<file path="config.mk">
export PLATFORM = sky130hd
export DESIGN_NAME = crc_checked_flash_packet_receiver
export DESIGN_NICKNAME = d
export VERILOG_FILES = /design/src/hdl/cfpr_pkg.sv /design/src/hdl/crc_checked_flash_packet_receiver.sv
export SDC_FILE = /design/constraint.sdc
export NUM_CORES = 1
export LEC_CHECK = 0
export ABC_CLOCK_PERIOD_IN_PS = 16100
export BUFFER_PORTS_ARGS = -buffer_cell sky130_fd_sc_hd__buf_2
export CAP_MARGIN = 20
export CORE_MARGIN = 2
export CORE_UTILIZATION = 45
export DETAILED_ROUTE_END_ITERATION = 16
export SLEW_MARGIN = 10
export SYNTH_ARGS = -nofsm -noshare
export SYNTH_HDL_FRONTEND = slang
export SYNTH_SLANG_ARGS = --single-unit
</file>
<file path="constraint.sdc">
create_clock -name clk -period 16.1 [get_ports clk]
set_clock_uncertainty 0.2 [all_clocks]
set_input_delay 1.61 -clock clk [delete_from_list [all_inputs] [get_ports clk]]
set_output_delay 1.61 -clock clk [all_outputs]
set_load 0.02 [all_outputs]
</file>
<file path="src/hdl/cfpr_pkg.sv">
// Shared types, constants and the CRC byte update for the flash packet receiver.
// No dependencies; the receiver top level uses this package by scoped names.
package cfpr_pkg;

	typedef logic [2:0] kind_t;

	localparam kind_t KIND_LEN_ACK    = 3'd0;
	localparam kind_t KIND_ERASE      = 3'd1;
	localparam kind_t KIND_DATA       = 3'd2;
	localparam kind_t KIND_OK         = 3'd3;
	localparam kind_t KIND_CRC_ERR    = 3'd4;
	localparam kind_t KIND_RANGE_ERR  = 3'd5;
	localparam kind_t KIND_FORMAT_ERR = 3'd6;
	localparam kind_t KIND_END        = 3'd7;

	localparam logic CFG_FLASH_END   = 1'b0;
	localparam logic CFG_ERASE_PAGES = 1'b1;

	localparam logic [31:0] FLASH_END_RST   = 32'h0003_FFFF;
	localparam logic [7:0]  ERASE_PAGES_RST = 8'd1;

	localparam logic [31:0] CRC_POLY = 32'h04C1_1DB7;
	localparam logic [31:0] CRC_SEED = 32'hFFFF_FFFF;

	// One byte of the CRC: the byte goes into the low bits, then 32 shifts.
	// Unrolled, this is a fixed XOR network of the 32 incoming bits.
	function automatic logic [31:0] crc_byte(input logic [31:0] crc, input logic [7:0] b);
		logic [31:0] c;
		c = crc ^ {24'd0, b};
		for (int k = 0; k < 32; k++) begin
			c = c[31] ? ({c[30:0], 1'b0} ^ CRC_POLY) : {c[30:0], 1'b0};
		end
		return c;
	endfunction

endpackage

</file>
<file path="src/hdl/crc_checked_flash_packet_receiver.sv">
// Top level of the CRC-checked flash packet receiver: byte parser, CRC and verdicts.
// Depends on cfpr_pkg for result codes, register indexes and the CRC byte update.
//
//   channel   direction  handshake              payload
//   input     in         in_valid / in_stall    rx_byte
//   result    out        out_valid / out_stall  kind, address, data_value, count,
//                                               entry_known, crc_value
//   config    in         cfg_write              cfg_index, cfg_data
//
// Each byte is held in the input register and then passes through the parser,
// the unrolled CRC network and the range adder into the result register, so the
// block sustains one beat per cycle while out_stall is low. A stalled result holds
// the result register; the input register then holds its byte, and in_stall rises
// only when both registers are full. Reset is asynchronous and clears all control
// state, restores the configuration defaults and starts a new session.
module crc_checked_flash_packet_receiver (
	input  logic        clk,
	input  logic        arst_n,
	input  logic        in_valid,
	output logic        in_stall,
	input  logic [7:0]  rx_byte,
	output logic        out_valid,
	input  logic        out_stall,
	output logic [2:0]  kind,
	output logic [31:0] address,
	output logic [7:0]  data_value,
	output logic [7:0]  count,
	output logic        entry_known,
	output logic [31:0] crc_value,
	input  logic        cfg_write,
	input  logic        cfg_index,
	input  logic [31:0] cfg_data
);

	// Configuration registers.
	logic [31:0] flash_end_q;
	logic [7:0]  erase_pages_q;

	// Input register stage.
	logic        valid_s1;
	logic [7:0]  byte_s1;

	// Result register stage.
	logic              valid_s2;
	cfpr_pkg::kind_t   kind_s2;
	logic [31:0]       address_s2;
	logic [7:0]        data_s2;
	logic [7:0]        count_s2;
	logic              entry_known_s2;
	logic [31:0]       crc_s2;

	// Packet and session state.
	logic        in_packet_q;
	logic [7:0]  pos_q;
	logic [7:0]  len_q;
	logic [31:0] tgt_q;
	logic [7:0]  dc_q;
	logic [31:0] run_crc_q;
	logic [31:0] rcv_crc_q;
	logic        first_q;
	logic [31:0] entry_q;
	logic        entry_cap_q;

	// Next-state values and the candidate result.
	logic        n_in_packet;
	logic [7:0]  n_pos;
	logic [7:0]  n_len;
	logic [31:0] n_tgt;
	logic [7:0]  n_dc;
	logic [31:0] n_run_crc;
	logic [31:0] n_rcv_crc;
	logic        n_first;
	logic [31:0] n_entry;
	logic        n_entry_cap;

	logic              emit;
	cfpr_pkg::kind_t   r_kind;
	logic [31:0]       r_address;
	logic [7:0]        r_data;
	logic [7:0]        r_count;
	logic              r_entry_known;
	logic [31:0]       r_crc;

	// Position arithmetic, kept at nine bits so nothing wraps.
	logic [8:0]  pos9;
	logic [8:0]  len9;
	logic [8:0]  rcv_k;
	logic        crc_cover;
	logic [32:0] range_sum;
	logic [7:0]  data_off;

	// Handshake control.
	logic advance;
	logic fire;
	logic load_s1;

	// The result register frees when it is empty or its beat leaves this cycle.
	assign advance  = !valid_s2 || !out_stall;
	assign fire     = valid_s1 && advance;
	assign load_s1  = !valid_s1 || advance;
	assign in_stall = !load_s1;

	assign out_valid   = valid_s2;
	assign kind        = kind_s2;
	assign address     = address_s2;
	assign data_value  = data_s2;
	assign count       = count_s2;
	assign entry_known = entry_known_s2;
	assign crc_value   = crc_s2;

	assign pos9      = {1'b0, pos_q + 8'd1};
	assign len9      = {1'b0, len_q};
	assign crc_cover = (pos9 + 9'd4) <= len9;
	assign rcv_k     = pos9 + 9'd3 - len9;
	assign data_off  = pos9[7:0] - 8'd7;

	always_comb begin
		n_in_packet   = in_packet_q;
		n_pos         = pos_q;
		n_len         = len_q;
		n_tgt         = tgt_q;
		n_dc          = dc_q;
		n_run_crc     = run_crc_q;
		n_rcv_crc     = rcv_crc_q;
		n_first       = first_q;
		n_entry       = entry_q;
		n_entry_cap   = entry_cap_q;
		emit          = 1'b0;
		r_kind        = cfpr_pkg::KIND_LEN_ACK;
		r_address     = 32'd0;
		r_data        = 8'd0;
		r_count       = 8'd0;
		r_entry_known = 1'b0;
		r_crc         = 32'd0;
		range_sum     = 33'd0;

		if (!in_packet_q) begin
			emit = 1'b1;
			if (byte_s1 == 8'd0) begin
				// End of image: report the entry point and open a new session.
				r_kind        = cfpr_pkg::KIND_END;
				r_address     = entry_cap_q ? entry_q : 32'd0;
				r_entry_known = entry_cap_q;
				n_first       = 1'b1;
				n_entry_cap   = 1'b0;
				n_entry       = 32'd0;
			end else begin
				// Length byte opens a packet; it is covered by the CRC when L >= 4.
				n_len       = byte_s1;
				n_pos       = 8'd0;
				n_tgt       = 32'd0;
				n_dc        = 8'd0;
				n_rcv_crc   = 32'd0;
				n_run_crc   = (byte_s1 >= 8'd4) ?
					cfpr_pkg::crc_byte(cfpr_pkg::CRC_SEED, byte_s1) : cfpr_pkg::CRC_SEED;
				n_in_packet = 1'b1;
				r_kind      = cfpr_pkg::KIND_LEN_ACK;
			end
		end else begin
			n_pos = pos9[7:0];
			if (crc_cover) begin
				n_run_crc = cfpr_pkg::crc_byte(run_crc_q, byte_s1);
			end
			// The last four bytes build the received CRC, low byte first.
			if ((pos9 + 9'd3) >= len9 && rcv_k[8:2] == 7'd0) begin
				n_rcv_crc[{rcv_k[1:0], 3'b000} +: 8] =
					n_rcv_crc[{rcv_k[1:0], 3'b000} +: 8] | byte_s1;
			end
			if (pos9 >= 9'd2 && pos9 <= 9'd5) begin
				n_tgt[{pos9[1:0] - 2'd2, 3'b000} +: 8] =
					n_tgt[{pos9[1:0] - 2'd2, 3'b000} +: 8] | byte_s1;
			end
			if (pos9 == 9'd6) begin
				n_dc = byte_s1;
			end
			// The first packet of a session carries the entry address in bytes 11 to 14.
			if (first_q && pos9 >= 9'd11 && pos9 <= 9'd14) begin
				if (pos9 == 9'd11) begin
					n_entry = {24'd0, byte_s1};
				end else begin
					n_entry[{pos9[1:0] - 2'd3, 3'b000} +: 8] =
						n_entry[{pos9[1:0] - 2'd3, 3'b000} +: 8] | byte_s1;
				end
				if (pos9 == 9'd14) begin
					n_entry_cap = 1'b1;
				end
			end

			range_sum = {1'b0, n_tgt} + {25'd0, len_q};

			if (pos9 >= len9) begin
				// Last byte: the verdict takes precedence over any other result.
				emit        = 1'b1;
				n_in_packet = 1'b0;
				if (len_q < 8'd10) begin
					r_kind = cfpr_pkg::KIND_FORMAT_ERR;
				end else if (n_rcv_crc != n_run_crc) begin
					r_kind = cfpr_pkg::KIND_CRC_ERR;
				end else if (range_sum > {1'b0, flash_end_q}) begin
					r_kind = cfpr_pkg::KIND_RANGE_ERR;
				end else begin
					r_kind = cfpr_pkg::KIND_OK;
				end
				if (len_q >= 8'd7) begin
					n_first = 1'b0;
				end
				r_address = n_tgt;
				r_count   = n_dc;
				r_crc     = n_run_crc;
			end else if (pos9 == 9'd6 && first_q) begin
				emit      = 1'b1;
				r_kind    = cfpr_pkg::KIND_ERASE;
				r_address = n_tgt;
				r_count   = erase_pages_q;
			end else if (pos9 >= 9'd7 && pos9 < (9'd7 + {1'b0, dc_q}) && crc_cover) begin
				emit      = 1'b1;
				r_kind    = cfpr_pkg::KIND_DATA;
				r_address = tgt_q + {24'd0, data_off};
				r_data    = byte_s1;
			end
		end
	end

	// Configuration writes.
	always_ff @(posedge clk or negedge arst_n) begin
		if (!arst_n) begin
			flash_end_q   <= cfpr_pkg::FLASH_END_RST;
			erase_pages_q <= cfpr_pkg::ERASE_PAGES_RST;
		end else if (cfg_write) begin
			case (cfg_index)
				cfpr_pkg::CFG_FLASH_END:   flash_end_q   <= cfg_data;
				cfpr_pkg::CFG_ERASE_PAGES: erase_pages_q <= cfg_data[7:0];
				default: ;
			endcase
		end
	end

	// Input register.
	always_ff @(posedge clk or negedge arst_n) begin
		if (!arst_n) begin
			valid_s1 <= 1'b0;
		end else if (load_s1) begin
			valid_s1 <= in_valid;
		end
	end

	always_ff @(posedge clk) begin
		if (load_s1 && in_valid) begin
			byte_s1 <= rx_byte;
		end
	end

	// Packet and session state advance once per processed byte.
	always_ff @(posedge clk or negedge arst_n) begin
		if (!arst_n) begin
			in_packet_q <= 1'b0;
			pos_q       <= 8'd0;
			len_q       <= 8'd0;
			tgt_q       <= 32'd0;
			dc_q        <= 8'd0;
			run_crc_q   <= cfpr_pkg::CRC_SEED;
			rcv_crc_q   <= 32'd0;
			first_q     <= 1'b1;
			entry_q     <= 32'd0;
			entry_cap_q <= 1'b0;
		end else if (fire) begin
			in_packet_q <= n_in_packet;
			pos_q       <= n_pos;
			len_q       <= n_len;
			tgt_q       <= n_tgt;
			dc_q        <= n_dc;
			run_crc_q   <= n_run_crc;
			rcv_crc_q   <= n_rcv_crc;
			first_q     <= n_first;
			entry_q     <= n_entry;
			entry_cap_q <= n_entry_cap;
		end
	end

	// Result register.
	always_ff @(posedge clk or negedge arst_n) begin
		if (!arst_n) begin
			valid_s2 <= 1'b0;
		end else if (advance) begin
			valid_s2 <= fire && emit;
		end
	end

	always_ff @(posedge clk) begin
		if (fire && emit) begin
			kind_s2        <= r_kind;
			address_s2     <= r_address;
			data_s2        <= r_data;
			count_s2       <= r_count;
			entry_known_s2 <= r_entry_known;
			crc_s2         <= r_crc;
		end
	end

endmodule

</file>
# After elaboration in Yosys (flattened, before gate mapping)
# Cells that the tools add are included.
# Widths: inputs -> output; s select.
# op_classes
n_addsub	13
n_lt_le_gt_ge	13
n_eq_ne	9
shift	9
n_mux	118
bitwise_logic	73
reduce_logical	29
# ops
op	n
$mux 27	64
$not 14->14	64
$mux 32	22
$bwmux 32	3
$shift 8x7->32 const A	3
$shiftx 32x6->8	3
$shiftx 8x7->32	3
$mux 8	6
$add 32x8->33	1
$gt 33x32->1	1
$add 32x8->32	1
$ne 32x32->1	1
$not 8->32	1
$xor 32x8->32	1
$ge 8x3->1 const B	3
$or 8x8->8	3
$neg 5->7	3
$mux 3	6
$eq 8x4->1 const B	2
$mux 1	15
$logic_and 1x1->1	10
$add 3x8->9 const A	1
$add 8x2->9 const B	1
$add 8x3->9 const B	1
28 further kinds	45
# word_totals
reg_bits	289
in_bits	46
wordCells	285

# Depth between registers and ports, before layout
# depth
word_depth	72
depth_mapped	41
depth_no_buf	36

# Least setup slack after synthesis
# No wires, ideal clock.
# synth_timing
path_kind	reg-to-reg
startpoint	register pos_q[0]
endpoint	register address_s2[0] (netlist: address[0]), enable pin
arrival_time_ns	7.412
setup_slack_ns	7.933
stages_incl_launch_ff	17
n_path_buf	3
synth_period_minus_slack_ns	8.167
cell_sequence	dfrtp_1 > buf_2 > inv_1 > clkbuf_1 > clkbuf_1 > ha_1 > ha_1 > a21oi_1 > maj3_1 > a21oi_1 > o21a_1 > o21ai_0 > nand2b_1 > a21oi_1 > o21ai_0 > a221o_1 > a21oi_1
# synth_via
elab_chain_len	9
word_cells_on_any_way	15
# synth_lines
element	line	rtl
start, declared	crc_checked_flash_packet_receiver.sv:54	logic [7:0] pos_q;
start signal, assigned	crc_checked_flash_packet_receiver.sv:268	pos_q <= n_pos;
$add 8x1->8 (*)	crc_checked_flash_packet_receiver.sv:111	assign pos9 = {1'b0, pos_q + 8'd1};
$add 8x3->9, or another cell as far along	crc_checked_flash_packet_receiver.sv:113	assign crc_cover = (pos9 + 9'd4) <= len9;
$le 9x8->1 / $logic_and 1x1->1 (equally long branches)	crc_checked_flash_packet_receiver.sv:113, crc_checked_flash_packet_receiver.sv:215	
$logic_and 1x1->1	crc_checked_flash_packet_receiver.sv:215	end else if (pos9 >= 9'd7 && pos9 < (9'd7 + {1'b0, dc_q}) && crc_cover) begin
$mux 1	crc_checked_flash_packet_receiver.sv:215	
$mux 1	crc_checked_flash_packet_receiver.sv:210	end else if (pos9 == 9'd6 && first_q) begin
$mux 1 (*)	crc_checked_flash_packet_receiver.sv:191	if (pos9 >= len9) begin
$mux 1 (*)	crc_checked_flash_packet_receiver.sv:137	if (!in_packet_q) begin
$logic_and 1x1->1 (*)	crc_checked_flash_packet_receiver.sv:290	if (fire && emit) begin
end signal, assigned	crc_checked_flash_packet_receiver.sv:292	address_s2 <= r_address;
end, declared	crc_checked_flash_packet_receiver.sv:46	logic [31:0] address_s2;
# Every way passes the cells marked *; elsewhere a longest branch is shown, timed or not.
# A chain may end at the register's enable or synchronous reset.

# Final worst setup path
# layout_timing
startpoint	register pos_q[1]
endpoint	register kind_s2[2] (netlist: kind[2]), data pin
# layout_via
elab_chain_len	15
word_cells_on_any_way	39
# layout_lines
element	line	rtl
$add 8x1->8 (*)	crc_checked_flash_packet_receiver.sv:111	
$sub 2x2->2	crc_checked_flash_packet_receiver.sv:170, crc_checked_flash_packet_receiver.sv:171	
$shiftx 32x6->8	crc_checked_flash_packet_receiver.sv:171	n_tgt[{pos9[1:0] - 2'd2, 3'b000} +: 8] | byte_s1;
$or 8x8->8	crc_checked_flash_packet_receiver.sv:171	
$shiftx 8x7->32	crc_checked_flash_packet_receiver.sv:170	n_tgt[{pos9[1:0] - 2'd2, 3'b000} +: 8] =
$bwmux 32	crc_checked_flash_packet_receiver.sv:170	
$mux 32	crc_checked_flash_packet_receiver.sv:169	if (pos9 >= 9'd2 && pos9 <= 9'd5) begin
$mux 32	crc_checked_flash_packet_receiver.sv:137	
$add 32x8->33	crc_checked_flash_packet_receiver.sv:189	range_sum = {1'b0, n_tgt} + {25'd0, len_q};
$gt 33x32->1	crc_checked_flash_packet_receiver.sv:199	end else if (range_sum > {1'b0, flash_end_q}) begin
$mux 3	crc_checked_flash_packet_receiver.sv:199	
$mux 3	crc_checked_flash_packet_receiver.sv:197	end else if (n_rcv_crc != n_run_crc) begin
$mux 3	crc_checked_flash_packet_receiver.sv:195	if (len_q < 8'd10) begin
$mux 3 (*)	crc_checked_flash_packet_receiver.sv:191	
$mux 3 (*)	crc_checked_flash_packet_receiver.sv:137	
via r_kind[2]	crc_checked_flash_packet_receiver.sv:77	cfpr_pkg::kind_t r_kind;
end signal, assigned	crc_checked_flash_packet_receiver.sv:291	kind_s2 <= r_kind;
end, declared	crc_checked_flash_packet_receiver.sv:45	cfpr_pkg::kind_t kind_s2;
# The timed path passes the listed nets; every way through them passes the cells marked *. The select of a mux whose other input is x is not followed.

==> metrics.md <==
| Metric | Value |
|---|---|
| Status | complete, no violations |
| Clock root buffer | clkbuf_16 |
| Max Cap Viol | 0 |
| Hold depth | 2 |
| WHS | 0.304 ns |
| Die Y-Extent | 221 µm |
| CTS Sinks | 289 |
| Largest net degree at the start of global routing | 81 |
| FMAX | 113 MHz |
| Initial core utilization | 45.4% |
| Die Area | 48,700 µm² |
| Synth top area share | 17.2% |
| WP buf/inv | 1 |
| Worst reg2reg path depth | 36 |
| CP top delay family | compound AO/OA/AOI/OAI gates |
| Setup crit end kind | register |
| WL/cell | 24.8 µm |
| Ant diodes | 0 |
| Hold Path End | rcv_crc_q[18] |
| Mean post-synth cell area | 9.57 µm² |
| Synth area leader | dfrtp_1 |
| Reg2Reg Setup Slack | 7.27 ns |
| Final Non-Filler Cells | 2,917 |
| Setup tns final | 0 ns |
| Post-synth cell types | 85 |
| Hold Vio Cnt, Final | 0 |
| Max stage delay cell, worst path | ha_1 |
| RD Place Congestion | 0.966 |
| Port Buffer Count | 131 |
| Postcts setup bufs | 0 |
| CTS tree | yes |
| Initial antenna violation count | 0 |
| Post-synth top flop | dfrtp_1 |
| Fin crit share | 54.8% |
| IO Pins | 132 |
| Final core occ | 50.6% |
| Synth Cell Area | 21,100 µm² |
| Gr ovfl total | 0 |
| Worst Max-Slew Pin Slew | 1.11 ns |
| Seq/Total Area, Yosys | 36.7% |
| Syn_nets | 2,348 |
| Final wirelength | 72.3 mm |
| Residual DRC | 0 |
| R2R Path End | kind[2] |
| Bufs on Longest Clock Path | 3 |
| Max incr delay on CP | 0.87 ns |
| Vias in the first global route | 16,700 |
| CP startpoint kind | register |
| PostCTS Resize Cnt | 0 |
| # setup viols final | 0 |
| Crit path required time | 16.19 ns |
| Layout area overhead | 11.3% |
| Async SR Flop Fraction | 68.2% |
| Crit path DAT | 8.91 ns |
| RSZ-0062 raised after global routing | no |
| Post-CTS Hold Fix Bufs | 0 |
| Share of cells above drive strength 1 | 15.4% |
| CTS H-tree depth | 2 |
| CP Max Fanout | 22 |
| Minimum clock period | 8.83 ns |
| DP Cell Count | 2,849 |
| Global Route Usage Sum | 29.9% |
| Post-route ant nets | 0 |
| Worst r2r src | pos_q[1] |
| Fin. max-slew vios | 0 |
| Via density | 5.89 |
| DRT iter0 DRCs | 1,739 |
| Worst Min Path Start | rcv_crc_q[18] |
| Num rows | 79 |
| Die W | 221 µm |
| Critical Setup Path Class | reg -> reg |
| Number of nets in the layout | 2,426 |
| Drt pass-1 iters | 5 |
| EDFF count, synth | 92 |
| CORE AREA | 46,500 µm² |
| First-pass GRT wire length | 108 mm |
| Vias post-DR | 17,200 |
| Clock Latency Late Sink | 0.57 ns |
| Synth warn | 0 |
| Worst-path clk slew | 0.06 ns |
| Post-synthesis register bit count | 289 |
| Relative slew slack | 23.8% |
| Cell count after synthesis | 2,205 |
| CTS buffer count | 36 |
| Dpl hpwl | 54.1 mm |
| Main area contributors after synthesis | dfrtp_1, edfxtp_1, xnor2_1 |
| Min-delay worst type | reg -> reg |
[cells by family after synthesis]
family | after synthesis | share of synthesized area (%)
AND/OR/NAND/NOR | 622 | 13.2
AO/OA/AOI/OAI | 493 | 14.9
XOR/XNOR | 418 | 20.8
flip-flops | 289 | 36.7
buffers and inverters | 205 | 3.98
adder cells (fa/ha/maj) | 98 | 5.90
multiplexers | 80 | 4.49
[cells in the mapped netlist (10+ instances only)]
cell type / instances
buf_1: 13
mux2_2: 18
ha_1: 94
nand4_1: 19
a22o_1: 14
or3_1: 14
o221ai_1: 26
a21o_1: 41
and3_1: 11
clkbuf_1: 79
nand3_1: 31
xnor3_1: 22
nor2b_1: 14
a21oi_1: 106
dfstp_2: 52
xnor2_2: 17
mux2i_1: 52
nand2_1: 247
o31ai_1: 18
xor2_1: 104
and2_1: 11
a221oi_1: 30
inv_1: 86
nor2_1: 171
dfrtp_1: 145
nand2b_1: 14
buf_2: 15
o21bai_1: 10
nor3_1: 58
xnor2_1: 255
o21ai_0: 171
mux4_2: 10
edfxtp_1: 92
[final cells by class]
class	count	area, µm²
Fill cell	4326	23000
Inverter	86	323
Clock inverter	22	235
Tap cell	607	759
Multi-Input combinational cell	1711	12600
Clock buffer	43	968
Sequential cell	289	7760
Timing Repair Buffer	159	887
[worst max path at each step]
stage / startpoint / to / slack [ns] / cells past startpoint
after floorplan: pos_q[0] / address[0] / 7.93 / 16
after global placement: pos_q[1] / kind[2] / 7.62 / 36
final: pos_q[1] / kind[2] / 7.27 / 36
after detailed placement: pos_q[1] / kind[2] / 7.38 / 36
after global routing: pos_q[1] / kind[2] / 6.44 / 36
after CTS: pos_q[1] / kind[2] / 7.34 / 36
[routing by layer]
metal  vias to the layer above  share of wire (%)  wire [µm]  track usage (%)
li1                       7896                  -          -                -
met1                      8474                 42      30200             39.3
met2                       651                 47      33900             48.5
met3                       153                6.7       4820             4.82
met4                         0                4.8       3460             13.6
met5                         -                  0          0                0
[layout by cell type (no fill, tap or decap), drive strengths merged, types with 18 or more instances in the layout]
master / instances
xnor2: 274
nand2: 247
o21ai: 175
nor2: 171
buf: 158
dfrtp: 145
a21oi: 107
xor2: 107
ha: 94
edfxtp: 92
inv: 89
nor3: 58
mux2i: 52
dfstp: 52
clkbuf: 44
a21o: 41
nand3: 31
xnor3: 31
a221oi: 30
o221ai: 26
nand4: 19
mux2: 18
o31ai: 18
[flip-flops by register name, indices dropped and copies added, names as in the netlist]
register       cells
address           32
crc_value         32
entry_q           32
flash_end_q       32
rcv_crc_q         32
run_crc_q         32
tgt_q             32
byte_s1            8
count              8
data_value         8
dc_q               8
erase_pages_q      8
len_q              8
pos_q              8
kind               3
entry_cap_q        1
entry_known        1
first_q            1
in_packet_q        1
out_valid          1
valid_s1           1
[per-stage QoR]
stage | area, µm² | setup slack, ns
global placement | 22300 | 7.62
detailed placement | 22300 | 7.38
CTS | 23500 | 7.34
finish | 23500 | 7.27
global route | 23500 | 6.44
floorplan | 21100 | 7.93
[worst register-to-register path, delay by kind of cell (launching register included)]
family	cells	cell delay, ns
AOI/OAI and AO/OA	18	3.26
and+or+nand+nor	12	2.62
buffers and inverters	1	0.17
adders and majority gates	4	1.63
xor gates and xnor gates	1	0.15
DFF	1	0.52
Power is left out: the tool's default activity adds up to more than one toggle a clock period on the data nets, which glitch-free logic cannot reach.
